### config.mk
export PLATFORM = sky130hd
export DESIGN_NAME = gate_motor_move_controller
export DESIGN_NICKNAME = d
export VERILOG_FILES = /design/src/rtl/core/gmmc_pkg.sv /design/src/rtl/core/gmmc_step.sv /design/src/rtl/core/gate_motor_move_controller.sv
export SDC_FILE = /design/constraint.sdc
export NUM_CORES = 1
export LEC_CHECK = 0
export BUFFER_PORTS_ARGS = -buffer_cell sky130_fd_sc_hd__buf_2
export CAP_MARGIN = 10
export CORE_ASPECT_RATIO = 0.5
export CORE_UTILIZATION = 35
export CTS_CLUSTER_DIAMETER = 200
export DETAILED_ROUTE_END_ITERATION = 7
export PLACE_DENSITY_LB_ADDON = 0.15
export SLEW_MARGIN = 20
export SYNTH_ARGS = -nofsm -noshare
export SYNTH_HDL_FRONTEND = slang
export SYNTH_SLANG_ARGS = --single-unit
export TNS_END_PERCENT = 30
### constraint.sdc
create_clock -name clk -period 5.7 [get_ports clk]
set_input_delay 0.285 -clock clk [delete_from_list [all_inputs] [get_ports clk]]
set_output_delay 0.285 -clock clk [all_outputs]
set_load 0.02 [all_outputs]
### src/rtl/core/gmmc_pkg.sv
// ----------------------------------------------------------------------------
// gmmc_pkg
// Shared types and codes for the gate motor move controller.
// ----------------------------------------------------------------------------
`default_nettype none

package gmmc_pkg;

  localparam int TIME_BITS = 32;

  localparam int POWER_W = 14;
  localparam int STEP_W  = 10;
  localparam int ACCEL_W = 20;

  // reciprocal of 1000 scaled by 2^RECIP_SHIFT, rounded up
  localparam int RECIP_SHIFT = 20;
  localparam int RECIP_W     = 11;
  localparam logic [RECIP_W-1:0] RECIP_1000 = 11'd1049;
  localparam int PROD_W = ACCEL_W + RECIP_W;
  localparam int QUOT_W = PROD_W - RECIP_SHIFT;

  localparam logic [POWER_W-1:0] POWER_FULL = 14'd10000;
  localparam logic [QUOT_W-1:0]  STEP_MAX   = 11'd1023;
  localparam logic [9:0]         STEP_DIV   = 10'd1000;

  localparam int CFG_IDX_W = 2;
  localparam logic [CFG_IDX_W-1:0] CFG_START_POWER = 2'd0;
  localparam logic [CFG_IDX_W-1:0] CFG_ACCEL       = 2'd1;

  localparam logic [1:0] KIND_TICK = 2'd0;
  localparam logic [1:0] KIND_MOVE = 2'd1;
  localparam logic [1:0] KIND_STOP = 2'd2;

  localparam logic [1:0] TGT_OPEN  = 2'd0;
  localparam logic [1:0] TGT_CLOSE = 2'd1;

  localparam logic [1:0] MOT_STOPPED = 2'd0;
  localparam logic [1:0] MOT_OPENING = 2'd1;
  localparam logic [1:0] MOT_CLOSING = 2'd2;

  localparam logic [1:0] RES_OK      = 2'd0;
  localparam logic [1:0] RES_OCUR    = 2'd1;
  localparam logic [1:0] RES_TIMEOUT = 2'd2;

  localparam logic [2:0] EV_NONE    = 3'd0;
  localparam logic [2:0] EV_OCUR    = 3'd1;
  localparam logic [2:0] EV_OPENED  = 3'd2;
  localparam logic [2:0] EV_CLOSED  = 3'd3;
  localparam logic [2:0] EV_TIMEOUT = 3'd4;

  typedef struct packed {
    logic [1:0]           motion;
    logic [1:0]           result;
    logic                 open_rep;
    logic                 close_rep;
    logic [POWER_W-1:0]   drive;
    logic [POWER_W-1:0]   target;
    logic [STEP_W-1:0]    step;
    logic [TIME_BITS-1:0] limit;
    logic [TIME_BITS-1:0] elapsed;
    logic                 leave;
  } gmmc_state_t;

  typedef struct packed {
    logic [1:0]         kind;
    logic [1:0]         target;
    logic [POWER_W-1:0] request_power;
    logic [31:0]        timeout_ticks;
    logic               off_sensor_mode;
    logic               sensor_open;
    logic               sensor_close;
    logic               overcurrent;
  } gmmc_item_t;

  typedef struct packed {
    logic [1:0]         motion;
    logic [1:0]         motion_result;
    logic [2:0]         event_res;
    logic               stop_request;
    logic               power_update;
    logic [POWER_W-1:0] power_level;
  } gmmc_result_t;

endpackage

`default_nettype wire

### src/rtl/core/gmmc_step.sv
// ----------------------------------------------------------------------------
// gmmc_step
// Next state and result word for one request or tick, plus ramp step decode.
// ----------------------------------------------------------------------------
`default_nettype none

module gmmc_step (
  input  gmmc_pkg::gmmc_state_t            st,
  input  gmmc_pkg::gmmc_item_t             item,
  input  logic [gmmc_pkg::POWER_W-1:0]     start_power,
  input  logic [gmmc_pkg::ACCEL_W-1:0]     accel,
  input  logic [gmmc_pkg::PROD_W-1:0]      accel_prod,
  output gmmc_pkg::gmmc_state_t            st_nxt,
  output gmmc_pkg::gmmc_result_t           res
);
  import gmmc_pkg::*;

  logic [QUOT_W-1:0]    quot_est;
  logic [QUOT_W+9:0]    quot_back;
  logic [QUOT_W-1:0]    quot;
  logic [STEP_W-1:0]    step_dec;
  logic [POWER_W-1:0]   tgt_clamp;
  logic [TIME_BITS-1:0] elapsed_inc;
  logic [2:0]           ev;
  logic                 stop;
  logic                 pupd;

  // estimate is exact or one high; pull back when it overshoots
  always_comb begin
    quot_est  = accel_prod[PROD_W-1:RECIP_SHIFT];
    quot_back = quot_est * STEP_DIV;
    if (quot_back > {{(QUOT_W+10-ACCEL_W){1'b0}}, accel}) begin
      quot = quot_est - 1'b1;
    end else begin
      quot = quot_est;
    end
    step_dec = (quot > STEP_MAX) ? STEP_MAX[STEP_W-1:0] : quot[STEP_W-1:0];
  end

  always_comb begin
    st_nxt      = st;
    ev          = EV_NONE;
    stop        = 1'b0;
    pupd        = 1'b0;
    tgt_clamp   = (item.request_power > POWER_FULL) ? POWER_FULL : item.request_power;
    elapsed_inc = st.elapsed + 1'b1;
    priority if (item.kind == KIND_MOVE) begin
      if (item.target == TGT_OPEN) begin
        st_nxt.open_rep = 1'b0;
        st_nxt.motion   = MOT_OPENING;
      end else if (item.target == TGT_CLOSE) begin
        st_nxt.close_rep = 1'b0;
        st_nxt.motion    = MOT_CLOSING;
      end
      st_nxt.target  = tgt_clamp;
      st_nxt.drive   = (start_power > tgt_clamp) ? tgt_clamp : start_power;
      st_nxt.result  = RES_OK;
      st_nxt.limit   = item.timeout_ticks[TIME_BITS-1:0];
      st_nxt.elapsed = '0;
      st_nxt.leave   = item.off_sensor_mode;
      st_nxt.step    = step_dec;
    end else if (item.kind == KIND_STOP) begin
      stop          = 1'b1;
      st_nxt.motion = MOT_STOPPED;
    end else if (item.kind == KIND_TICK) begin
      if (item.overcurrent) begin
        stop          = 1'b1;
        st_nxt.motion = MOT_STOPPED;
        if (st.result != RES_OCUR) begin
          st_nxt.result = RES_OCUR;
          ev            = EV_OCUR;
        end
      end
      if (st_nxt.motion == MOT_OPENING) begin
        if (!item.sensor_close && st.leave) begin
          stop          = 1'b1;
          st_nxt.motion = MOT_STOPPED;
        end else if (item.sensor_open) begin
          stop          = 1'b1;
          st_nxt.motion = MOT_STOPPED;
          if (!st.open_rep) begin
            st_nxt.open_rep = 1'b1;
            ev              = EV_OPENED;
          end
        end
      end else if (st_nxt.motion == MOT_CLOSING) begin
        if (item.sensor_close || (!item.sensor_open && st.leave)) begin
          stop          = 1'b1;
          st_nxt.motion = MOT_STOPPED;
          if (!st.close_rep) begin
            st_nxt.close_rep = 1'b1;
            ev               = EV_CLOSED;
          end
        end
      end
      if (st_nxt.motion != MOT_STOPPED) begin
        st_nxt.elapsed = elapsed_inc;
        if (elapsed_inc >= st.limit) begin
          stop          = 1'b1;
          st_nxt.motion = MOT_STOPPED;
          st_nxt.result = RES_TIMEOUT;
          ev            = EV_TIMEOUT;
        end else if (st.drive < st.target) begin
          // ramp may overshoot the target; wrap at the register width
          st_nxt.drive = st.drive + {{(POWER_W-STEP_W){1'b0}}, st.step};
          pupd         = 1'b1;
        end
      end
    end else begin
      // unused kind: hold everything, no strobes
      st_nxt = st;
    end

    res.motion        = st_nxt.motion;
    res.motion_result = st_nxt.result;
    res.event_res     = ev;
    res.stop_request  = stop;
    res.power_update  = pupd;
    res.power_level   = st_nxt.drive;
  end

endmodule

`default_nettype wire

### src/rtl/core/gate_motor_move_controller.sv
// ----------------------------------------------------------------------------
// gate_motor_move_controller
// Open/close motion control for a sliding gate motor.
// ----------------------------------------------------------------------------
// Usage:
//   in_*   : one word per tick, move request or stop command (kind selects).
//   out_*  : one result word per input word, in order: motion state, result
//            code, event, stop and power-update strobes, drive power.
//   cfg_*  : register writes (0 start power, 1 acceleration); always ready.
//            Write only while no word is in flight.
// An accepted word passes the input register, then the step logic into the
// result register, which drives out_valid.
// Throughput is one word per cycle while out_ready stays high.
// When out_ready is low the result word holds, the input register still
// takes one more word, then in_ready drops until the result is taken.
// Synchronous reset clears all motion state, the config registers and both valid
// flags; no clearing pass is needed.
// ----------------------------------------------------------------------------
`default_nettype none

module gate_motor_move_controller (
  input  logic                               clk,
  input  logic                               rst_n,
  input  logic                               in_valid,
  output logic                               in_ready,
  input  logic [1:0]                         in_kind,
  input  logic [1:0]                         in_target,
  input  logic [gmmc_pkg::POWER_W-1:0]       in_request_power,
  input  logic [31:0]                        in_timeout_ticks,
  input  logic                               in_off_sensor_mode,
  input  logic                               in_sensor_open,
  input  logic                               in_sensor_close,
  input  logic                               in_overcurrent,
  output logic                               out_valid,
  input  logic                               out_ready,
  output logic [1:0]                         out_motion,
  output logic [1:0]                         out_motion_result,
  output logic [2:0]                         out_event_res,
  output logic                               out_stop_request,
  output logic                               out_power_update,
  output logic [gmmc_pkg::POWER_W-1:0]       out_power_level,
  input  logic                               cfg_valid,
  output logic                               cfg_ready,
  input  logic [gmmc_pkg::CFG_IDX_W-1:0]     cfg_index,
  input  logic [gmmc_pkg::ACCEL_W-1:0]       cfg_data
);
  import gmmc_pkg::*;

  gmmc_state_t        st_r;
  gmmc_state_t        st_nxt;
  gmmc_item_t         item_r;
  gmmc_result_t       res_nxt;
  gmmc_result_t       res_r;
  logic               item_valid_r;
  logic               out_valid_r;
  logic               advance;
  logic [POWER_W-1:0] start_power_r;
  logic [ACCEL_W-1:0] accel_r;
  logic [PROD_W-1:0]  accel_prod_r;

  assign cfg_ready = 1'b1;
  assign advance   = item_valid_r && (!out_valid_r || out_ready);
  assign in_ready  = !item_valid_r || advance;

  always_ff @(posedge clk) begin
    if (!rst_n) begin
      start_power_r <= '0;
      accel_r       <= '0;
      accel_prod_r  <= '0;
    end else if (cfg_valid) begin
      if (cfg_index == CFG_START_POWER) begin
        start_power_r <= cfg_data[POWER_W-1:0];
      end else if (cfg_index == CFG_ACCEL) begin
        accel_r      <= cfg_data;
        // reciprocal product for the ramp step, settled before any move word
        accel_prod_r <= cfg_data * RECIP_1000;
      end
    end
  end

  always_ff @(posedge clk) begin
    if (in_valid && in_ready) begin
      item_r.kind            <= in_kind;
      item_r.target          <= in_target;
      item_r.request_power   <= in_request_power;
      item_r.timeout_ticks   <= in_timeout_ticks;
      item_r.off_sensor_mode <= in_off_sensor_mode;
      item_r.sensor_open     <= in_sensor_open;
      item_r.sensor_close    <= in_sensor_close;
      item_r.overcurrent     <= in_overcurrent;
    end
  end

  always_ff @(posedge clk) begin
    if (!rst_n) begin
      item_valid_r <= 1'b0;
    end else if (in_ready) begin
      item_valid_r <= in_valid;
    end
  end

  gmmc_step u_step (
    .st          (st_r),
    .item        (item_r),
    .start_power (start_power_r),
    .accel       (accel_r),
    .accel_prod  (accel_prod_r),
    .st_nxt      (st_nxt),
    .res         (res_nxt)
  );

  always_ff @(posedge clk) begin
    if (!rst_n) begin
      st_r <= '0;
    end else if (advance) begin
      st_r <= st_nxt;
    end
  end

  always_ff @(posedge clk) begin
    if (advance) begin
      res_r <= res_nxt;
    end
  end

  always_ff @(posedge clk) begin
    if (!rst_n) begin
      out_valid_r <= 1'b0;
    end else if (advance) begin
      out_valid_r <= 1'b1;
    end else if (out_ready) begin
      out_valid_r <= 1'b0;
    end
  end

  assign out_valid         = out_valid_r;
  assign out_motion        = res_r.motion;
  assign out_motion_result = res_r.motion_result;
  assign out_event_res     = res_r.event_res;
  assign out_stop_request  = res_r.stop_request;
  assign out_power_update  = res_r.power_update;
  assign out_power_level   = res_r.power_level;

endmodule

`default_nettype wire

==> results.py <==
metrics = {
    "run_status": {
        "outcome": "finished with violations",
        "violations": "setup timing",
    },
    "power_and_ir_drop": {
        "intPower_mw": 3.535,
        "pwr-share-comb_pct": 36.0,
        "ir_worst_vdd_v": 0.0001744,
        "p_sw_mw": 1.802,
        "swShare_pct": 33.77,
        "power_mw": 5.337,
        "pwr-share-seq_pct": 34.0,
        "power.leakage_nw": 8.726,
        "p_clk_share_pct": 29.9,
        "power_density_mw_per_mm2": 267.9,
    },
    "sta": {
        "maxSlewViolCount": 0,
        "clock_skew_ps": 15.72,
        "setup_ws_ps": -331.3,
        "period_minus_slack_ps": 6031,
        "setup-tns-final_ps": -2988,
        "relSlewSlack_pct": 41.88,
        "max_slew.worst_pin.slew_ps": 871.8,
        "fin_hold_ws_ps": 42.80,
        "final_hold_viol_count": 0,
        "period_share_pct": 105.8,
        "max_freq_ghz": 0.1658,
        "setup_viol": 10,
        "rsz0062_at_grt": "true",
    },
    "synth": {
        "synth_fa_ha_area_share_pct": 25.80,
        "synthMuxAreaShare_pct": 2.536,
        "synth.cell_area_sq_mm": 0.01672,
        "syn_nets": 2224,
        "synth_xor_area_share_pct": 3.644,
        "yosysSeqAreaShare_pct": 32.50,
        "synth-simple-area-share_pct": 14.30,
        "yosys_register_bits": 233,
        "synth_edf_count": 77,
        "synth_top_family_by_area": "adder cells",
        "syn_area_per_cell_sq_um": 9.109,
        "yosysWarnings": 0,
        "synth_cells": 1836,
        "synth-main-ff-cell": "dfxtp_1",
        "async_reset_ff_share_pct": 0,
        "synth_compound_area_share_pct": 14.00,
        "synth.distinct_cells": 77,
    },
    "final_layout": {
        "fin_util_pct": 42.38,
        "fin_area_sq_mm": 0.01993,
        "area_growth_pct": 19.15,
        "final_nets": 2417,
        "insertedDiodeCount": 0,
        "final_cell_mix": "ha_1, inv_1, nand2_1, a21oi_1, dfxtp_1",
        "drive_gt1_share_pct": 14.96,
        "final_common_cell": "ha_1",
        "final_cell_count_no_fill": 2684,
    },
    "worst_setup_path": {
        "end_kind": "flip-flop",
        "crit_fanout": 10,
        "crit_arrival_ps": 6470,
        "rr_startpoint": "accel_prod_r[20]",
        "worstSetupPathType": "reg2reg",
        "startpoint_type": "flip-flop",
        "cp_data_required_time_ps": 6140,
        "startpoint": "accel_prod_r[20]",
    },
    "job": {
        "maxCapViolCount": 0,
    },
    "detailed_routing": {
        "drtIter0Drc": 544,
        "vias": 13070,
        "viasPerCell": 4.869,
        "drt_first_pass_iters": 5,
        "route.detailed.drc": 0,
        "antenna_left": 0,
        "wl_per_cell_microns": 15.21,
        "totalWireLength_microns": 40830,
    },
    "clock_tree": {
        "cts_max_path_buffers": 3,
        "cts-root-buf": "clkbuf_16",
        "cts.sinks": 233,
        "cts.clk_slew.worst_paths_ps": 70,
        "cts_inserted_buffers": 24,
        "cts_max_level": 1,
        "cts_tree": "yes",
        "clk_latency_ps": 550,
    },
    "global_routing": {
        "use_met2_pct": 30.31,
        "grt_max_degree": 71,
        "grt-busiest-layer": "met2",
        "met1_usage_pct": 21.68,
        "grt_first_pass_wirelength_microns": 67030,
        "track_usage_pct": 17.00,
        "grt-ovfl-total": 0,
        "antenna_found_initial": 0,
        "grt_pass1_vias": 12900,
        "grt_use_met3_pct": 2.584,
    },
    "placed_design": {
        "port-buffer-count": 105,
        "dp_hpwl_microns": 30140,
        "gp_congestion": 0.8114,
        "place_inst": 2582,
        "dp_slack_ps": -498.4,
        "place_area_sq_mm": 0.01840,
    },
    "hold_path": {
        "hold_class": "in2reg",
        "min_from": "out_ready",
    },
    "floorplanning": {
        "ios": 107,
        "initial_utilization_pct": 35.57,
        "core_sq_mm": 0.04702,
        "die-height_microns": 156.6,
        "rows": 56,
        "die_x_microns": 311.1,
        "fp.dieArea_sq_mm": 0.04871,
    },
}
## worst max-delay path: stages (launching register included)
cell and delay (ps):
dfxtp_4 350, fa_1 520, fa_1 520, inv_2 40, fa_1 490, fa_1 570, inv_2 50, ha_4 160
buf_6 110, and2_4 130, o21ai_4 150, a31oi_4 120, a21o_1 180, a21oi_2 120, xnor2_1 80, ha_1 290
and4_1 210, nand4_1 170, nor4_4 320, o221ai_1 140, a21o_1 210, nor3_4 210, buf_6 170, and4bb_2 230
xnor2_1 140, o221a_2 230
## synth_stat cells, drive strengths merged (5+ instances only)
library cell / count / area share (%)
inv: 248 / 5.6
ha: 244 / 18
nand2: 220 / 4.9
a21oi: 160 / 4.8
dfxtp: 156 / 19
nor2: 110 / 2.5
edfxtp: 77 / 14
fa: 63 / 7.5
clkbuf: 58 / 1.3
o21ai: 49 / 1.5
xnor2: 47 / 2.5
nand3: 35 / 1.0
mux2i: 31 / 1.9
a21o: 30 / 1.3
nand4: 24 / 0.90
xor2: 20 / 1.0
a22oi: 19 / 0.85
nor2b: 19 / 0.71
o221a: 19 / 1.3
and3: 16 / 0.60
nor3: 16 / 0.51
o21a: 12 / 0.54
a211oi: 11 / 0.49
or3: 11 / 0.41
and2: 9 / 0.34
mux2: 9 / 0.61
nand3b: 9 / 0.40
a31oi: 8 / 0.30
nor3b: 8 / 0.36
buf: 7 / 0.31
nand2b: 7 / 0.26
nor4: 5 / 0.31
o211ai: 5 / 0.22
o21bai: 5 / 0.22
o31ai: 5 / 0.31
or2: 5 / 0.19
## flip-flops by register name, summed over array words and instances, names as in the netlist
name and cells:
accel_r 20, out_power_update 1, out_power_level 14, item_valid_r 1, start_power_r 14, out_motion_result 2
st_r 109, accel_prod_r 11, out_valid 1, item_r 54, out_event_res 3, out_motion 2
out_stop_request 1
## cell type report
cell class / count / area, sq um
inverter: 249 / 947.2
clock buffer: 30 / 664.4
sequential: 233 / 5449
tap: 638 / 798.3
multi-input combinational: 1290 / 10310
fill: 4740 / 27090
clock inverter: 13 / 122.6
timing repair buffer: 231 / 1629
## layer usage
layer	part of all wire (%)	vias to the layer above
met5	0	-
met4	2.0	0
met3	2.7	49
met2	48	123
met1	47	6188
li1	-	6709
## worst paths after layout
kind	slack, ps	cells after the start	to
worst min-delay path	40	4	out_valid
worst max register to register	-330	25	st_r[73]
worst max-delay path	-330	25	st_r[73]
worst min register to register	450	2	st_r[56]
## power by group through the flow
stage | Clock (mW) | Sequential (mW) | Combinational, mW
final | 1.60 | 1.82 | 1.92
after global routing | 1.73 | 1.82 | 2.21
after CTS | 1.66 | 1.82 | 1.90
after detailed placement | 0 | 1.85 | 1.82
after global placement | 0 | 1.85 | 1.81
after floorplan | 0 | 1.86 | 1.28
## logic make-up (layout without fill, tap and decap cells)
group	Yosys count	in the layout
muxes	40	41
buffers and inverters	314	523
and+or+nand+nor	509	509
xor gates and xnor gates	68	68
adders and majority gates	307	307
DFF	233	233
AOI/OAI and AO/OA	364	364
other	1	1
## repair_timing
action,CTS,global route
hold buffers,55,0
gates resized for setup,14,15
pin swaps,21,8
endpoints found under the hold margin,55,0
buffers inserted,2,2
setup endpoints to repair,10,10
cloned,1,0
No activity file was read; power rests on OpenSTA's default activity.
